## src/sv/evg_pkg.sv

```systemverilog
// ============================================================================
// evg_pkg
// Shared types and constants of the event voxel-grid binner.
// ============================================================================
package evg_pkg;

    localparam int MAX_HEIGHT_DEF = 128;
    localparam int MAX_WIDTH_DEF  = 128;
    localparam int MAX_BINS_DEF   = 16;

    localparam int TS_W        = 63;
    localparam int PIX_W       = 16;
    localparam int BSZ_W       = 32;
    localparam int NBINS_W     = 5;
    localparam int SENS_W      = 8;
    localparam int MASK_OUT_W  = 16;
    localparam int TBIN_W      = 4;
    localparam int IN_DATA_W   = 96;
    localparam int OUT_DATA_W  = 24;
    localparam int CFG_ADDR_W  = 2;

    localparam logic [BSZ_W-1:0]   BIN_SIZE_RST = 32'd10000000;
    localparam logic [NBINS_W-1:0] NUM_BINS_RST = 5'd10;
    localparam logic [SENS_W-1:0]  HEIGHT_RST   = 8'd128;
    localparam logic [SENS_W-1:0]  WIDTH_RST    = 8'd128;

    typedef enum logic [CFG_ADDR_W-1:0] {
        REG_BIN_SIZE = 2'd0,
        REG_NUM_BINS = 2'd1,
        REG_HEIGHT   = 2'd2,
        REG_WIDTH    = 2'd3
    } t_reg_idx;

    localparam logic OP_EVENT = 1'b0;
    localparam logic OP_READ  = 1'b1;

    typedef struct packed {
        logic capture;
        logic open_win;
        logic sub;
        logic close_win;
        logic clr_step;
        logic div_start;
        logic div_step;
        logic mem_rd;
        logic merge;
        logic out_load;
    } t_cmd;

    typedef struct packed {
        logic op_read;
        logic accumulating;
        logic close_hit;
        logic clr_last;
        logic div_last;
        logic rd_ok;
        logic out_free;
    } t_sts;

endpackage

```

## src/sv/evg_ctrl.sv

```systemverilog
// ============================================================================
// evg_ctrl
// Sequencer: window open/close, bank sweep, bin division, mask update.
// ============================================================================
module evg_ctrl (
    input  logic          i_clk,
    input  logic          i_rst_n,
    input  logic          i_in_valid,
    output logic          o_in_ready,
    input  evg_pkg::t_sts i_sts,
    output evg_pkg::t_cmd o_cmd
);
    import evg_pkg::*;

    typedef enum logic [9:0] {
        S_IDLE = 10'b0000000001,
        S_OPEN = 10'b0000000010,
        S_CHK  = 10'b0000000100,
        S_CMP  = 10'b0000001000,
        S_CLR  = 10'b0000010000,
        S_DIV  = 10'b0000100000,
        S_RD   = 10'b0001000000,
        S_RDW  = 10'b0010000000,
        S_OUT  = 10'b0100000000,
        S_SPR  = 10'b1000000000
    } t_state;

    t_state r_state;
    t_state n_state;
    t_cmd   cmd;

    always_comb begin
        n_state = r_state;
        cmd     = '0;
        unique case (r_state)
            S_IDLE: begin
                if (i_in_valid) begin
                    cmd.capture = 1'b1;
                    n_state     = S_OPEN;
                end
            end
            S_OPEN: begin
                if (i_sts.op_read) begin
                    n_state = S_RD;
                end else if (!i_sts.accumulating) begin
                    cmd.open_win = 1'b1;
                    n_state      = S_CLR;
                end else begin
                    n_state = S_CHK;
                end
            end
            S_CHK: begin
                cmd.sub = 1'b1;
                n_state = S_CMP;
            end
            S_CMP: begin
                if (i_sts.close_hit) begin
                    cmd.close_win = 1'b1;
                    n_state       = S_CLR;
                end else begin
                    cmd.div_start = 1'b1;
                    n_state       = S_DIV;
                end
            end
            S_CLR: begin
                cmd.clr_step = 1'b1;
                if (i_sts.clr_last) begin
                    n_state = S_CHK;
                end
            end
            S_DIV: begin
                cmd.div_step = 1'b1;
                if (i_sts.div_last) begin
                    n_state = S_RD;
                end
            end
            S_RD: begin
                if (i_sts.rd_ok) begin
                    cmd.mem_rd = 1'b1;
                    n_state    = S_RDW;
                end else begin
                    n_state = S_OUT;
                end
            end
            S_RDW: begin
                cmd.merge = 1'b1;
                n_state   = S_OUT;
            end
            S_OUT: begin
                if (i_sts.out_free) begin
                    cmd.out_load = 1'b1;
                    n_state      = S_IDLE;
                end
            end
            default: begin
                n_state = S_IDLE;
            end
        endcase
    end

    always_ff @(posedge i_clk) begin
        if (!i_rst_n) begin
            r_state <= S_IDLE;
        end else begin
            r_state <= n_state;
        end
    end

    assign o_in_ready = (r_state == S_IDLE);
    assign o_cmd      = cmd;

`ifndef SYNTHESIS
    a_clr_exit: assert property (@(posedge i_clk) disable iff (!i_rst_n)
        (r_state == S_CLR) |=> (r_state == S_CLR || r_state == S_CHK))
        else $error("sweep left to wrong state");
    a_merge_after_rd: assert property (@(posedge i_clk) disable iff (!i_rst_n)
        (r_state == S_RDW) |-> ($past(r_state) == S_RD))
        else $error("merge without memory read");
`endif
endmodule

```

## config.mk

```make
export PLATFORM = sky130hd
export DESIGN_NAME = evg_ctrl
export DESIGN_NICKNAME = d
export VERILOG_FILES = /design/src/sv/evg_pkg.sv /design/src/sv/evg_ctrl.sv
export SDC_FILE = /design/constraint.sdc
export NUM_CORES = 1
export LEC_CHECK = 0
export BUFFER_PORTS_ARGS = -buffer_cell sky130_fd_sc_hd__buf_2
export CELL_PAD_IN_SITES_DETAIL_PLACEMENT = 0
export CELL_PAD_IN_SITES_GLOBAL_PLACEMENT = 1
export CORE_MARGIN = 3
export CORE_UTILIZATION = 35
export DETAILED_ROUTE_END_ITERATION = 7
export GPL_TIMING_DRIVEN = 0
export PLACE_DENSITY_LB_ADDON = 0.08
export SLEW_MARGIN = 20
export SYNTH_ARGS = -nofsm -noshare
export SYNTH_HDL_FRONTEND = slang
export SYNTH_SLANG_ARGS = --single-unit
export TNS_END_PERCENT = 1
```

## constraint.sdc

```tcl
create_clock -name i_clk -period 2.2 [get_ports i_clk]
set_input_delay 0.11 -clock i_clk [delete_from_list [all_inputs] [get_ports i_clk]]
set_output_delay 0.11 -clock i_clk [all_outputs]
set_load 0.02 [all_outputs]
```

==> metrics.md <==
| Metric | Value |
|---|---|
| Outcome | `finished clean` |
| Wire length reported by the detailed router | `1.78 mm` |
| Share of synthesized area spent on multiplexers | `0%` |
| Number of cells after detailed placement | `131` |
| Number of max-slew violations in the final report | `0` |
| Least-Margin Pin Slew | `550 ps` |
| Sink Count | `9` |
| Vias/cell | `5.13` |
| Global router's overall resource usage | `16.6%` |
| Library cell used as clock root buffer | `sky130_fd_sc_hd__clkbuf_4` |
| Top register by number of flip-flops | `r_state` |
| Gates resized, CTS repair | `0` |
| Final estimated routing congestion in global placement | `0.774` |
| Setup TNS | `0 ps` |
| Fraction of the mapped netlist area in compound gates | `18.5%` |
| GR met3 Demand/Resource | `3.21%` |
| Reg clk slew, reported paths | `70 ps` |
| Crit path cell chain | `nor3_2, and3b_1, nor4b_1, buf_2` |
| Placed standard-cell area | `835 um2` |
| Post-CTS setup buffer count | `0` |
| Type of destination of the critical path | `output pin` |
| Number of diodes added for antenna fixing | `0` |
| Fraction of final layout cells sized beyond drive strength 1 | `31.8%` |
| Power per Cell Area | `634 nW/um2` |
| Leftover overflow at the end of global routing | `0` |
| Met1 Track Usage GR | `20.4%` |
| Count of final setup violators | `0` |
| Area of the multi-input gates | `454 um2` |
| Number of H-tree branching levels | `1` |
| Critical path's largest stage delay | `380 ps` |
| Antenna violations before repair | `0` |
| Proportion of netlist area held by the largest area contributor | `25.6%` |
| Count of max-cap constraint violations | `0` |
| Area leader, netlist | `sky130_fd_sc_hd__dfxtp_1` |
| Largest register FFs | `9` |
| Number of CTS-inserted buffers | `3` |
| Ranking of synthesized cells by area | `sky130_fd_sc_hd__dfxtp_1 (26%), sky130_fd_sc_hd__buf_6 (6.4%), sky130_fd_sc_hd__nor3b_1 (6.4%), sky130_fd_sc_hd__nor3_1 (5.7%), sky130_fd_sc_hd__nand2_1 (3.7%)` |
| Maximum number of pins on one net before global-route repair | `11` |
| Router iterations before antenna repair | `4` |
| Share of power burned in registers | `36.4%` |
| Remaining antenna violation count after routing | `0` |
| Worst-case clock buffer depth | `2` |
| Maximum clock skew at final layout | `7.93 ps` |
| Number of warnings printed during yosys synthesis | `0` |
| Net count after synthesis | `96` |
| Placeable Area | `1800 um2` |
| CTS tree | `done` |
| Wirelength per Cell | `13.2 um` |
| Final net count | `121` |
| Unrepaired setup endpoints after global routing | `false` |
| Critical path type | `flop to output pin` |
| Dominant combinational cell family by area after synthesis | `simple AND/OR/NAND/NOR gates` |
| Synth Area in Simple Gates | `42.3%` |
| Num ports | `21` |
| Area added between synthesis and finish | `22.6%` |
| Slowest CP cell | `sky130_fd_sc_hd__dfxtp_1` |
| Commonest non-fill, non-tap cell in the layout | `sky130_fd_sc_hd__buf_2` |
| Utilization after layout | `47.8%` |
| Int Power | `0.000332 W` |
| Max_slew headroom | `63.3%` |
| Seq cells post-synth | `9` |
| Upper clock frequency limit | `0.518 GHz` |
| Met2 track utilization from global routing | `25.7%` |
| Part of the power in the clock network | `24.7%` |
| Finished layout cell area | `862 um2` |
| Share of the clock period used by the worst path | `87.7%` |
| Via count | `692` |
| Post-detail-place hpwl | `1.37 mm` |
| First-pass GRT wire length | `3.15 mm` |
| Combinational share of power | `38.9%` |
| Count of buffers from port buffering | `20` |
| Total die area | `2580 um2` |
| Synthesized instance count | `86` |
| Starting density of the core | `39.0%` |
| Netlist area before placement | `703 um2` |
| Maximum vdd ir drop | `0.000398 V` |
| Final std cells w/o fill | `135` |
| Insertion delay of the later-clocked pin in the worst-skew pair | `270 ps` |
| Number of standard-cell rows in the floorplan | `15` |
| Syn_area_per_cell | `8.18 um2` |
| Largest registers | `r_state: 9 flops` |
| Final worst path period need | `1930 ps` |
| Kind of start point of the critical path | `flop` |
| Static Leak | `0.405 nW` |
| Sw frac | `39.3%` |
| Number of hold violations in the final report | `0` |
| WP data arrival | `1820 ps` |
| DRC violation total after the first TritonRoute iteration | `20` |
| Leading cell types in the layout, fill and taps excluded | `sky130_fd_sc_hd__buf_2 (21), sky130_fd_sc_hd__dfxtp_1 (9), sky130_fd_sc_hd__nor3_1 (8)` |
| Via count of the first global-routing pass | `703` |
| Fill cell instance count of the final layout | `212` |
| Class of the tightest hold or removal check | `input port to flop` |
| Unique cell type count in the Yosys netlist | `34` |
| Adder and majority gate portion of the synthesized area | `0%` |
| CP max FO | `7` |
| # DRC | `0` |
| Seq/Total Area, Yosys | `25.6%` |
| Post-CTS Hold Fix Bufs | `0` |
| Register cell area after layout | `180 um2` |
| Post-Synth XOR/XNOR Area | `3.74%` |
| Height of the die | `50.8 um` |
| Most crowded layer after global routing | `met2` |
| DIE WIDTH | `50.8 um` |
| Critical path required time | `2090 ps` |
| Switch Pwr | `0.000215 W` |
==> synthesized netlist by cell type (all sizes together) <==
cell type and n:
a21boi 3, a21o 1, a21oi 4, a311o 1, a32oi 1, and2 2
and3 5, and3b 2, and4b 1, buf 5, dfxtp 9, inv 5
nand2 8, nand3 1, nand3b 2, nand4bb 1, nor2 5, nor3 9
nor3b 6, nor4 2, nor4b 2, o2111ai 1, o211ai 2, o21a 3
o21ai 1, o32a 1, xnor2 1, xor2 2
==> per-stage QoR <==
step | hold slack, ps | total power, W | setup slack, ps
2_1_floorplan | 228 | 0.000353 | 227
3_3_place_gp | 391 | 0.000414 | 426
3_5_place_dp | 390 | 0.000415 | 430
4_1_cts | 106 | 0.000555 | 270
5_1_grt | 132 | 0.000597 | 110
6_report | 116 | 0.000547 | 270
==> layer usage <==
layer  share of wire (%)  wire length [um]
met1                  50               884
met2                  42               744
met3                 5.6               100
met4                 3.1                55
met5                   0                 0
==> worst max-delay path, delay by kind of cell (launching register included) <==
family,cells,cell delay [ps]
and+or+nand+nor,3,930
buffers and inverters,1,230
DFF,1,380
==> cell type report <==
cell class	instances	area share [%]
flip-flops and latches	9	20.9
clock inverters	1	0.581
well taps	25	3.63
clock buffers	3	2.61
inverters	5	2.18
multi-input cells	67	52.7
plain buffers	5	5.81
repair buffers	20	11.6
==> power groups by stage <==
| stage | Clock (W) | Combinational [W] | Sequential [W] |
|---|---|---|---|
| after floorplan | 0 | 0.000156 | 0.000197 |
| after global placement | 0 | 0.000211 | 0.000203 |
| after detailed placement | 0 | 0.000212 | 0.000203 |
| after CTS | 0.000142 | 0.000214 | 0.000199 |
| after global routing | 0.000156 | 0.000238 | 0.000203 |
| final | 0.000135 | 0.000213 | 0.000199 |
==> logic make-up (layout without fill, tap and decap cells) <==
family          Yosys count  after routing
simple gates             46             46
flops                     9              9
buf+inv                  10             34
compound gates           18             18
xor+xnor                  3              3
==> path summary, 6_finish.rpt <==
path         slack, ps  depth (start not counted)          to       start
max                270                          4    o_cmd[2]  r_state[1]
min                120                          3  r_state[6]    i_sts[6]
max reg2reg        420                          4  r_state[0]  r_state[1]
min reg2reg        690                          3  r_state[2]  r_state[4]
(Power assumes the default switching activity.)
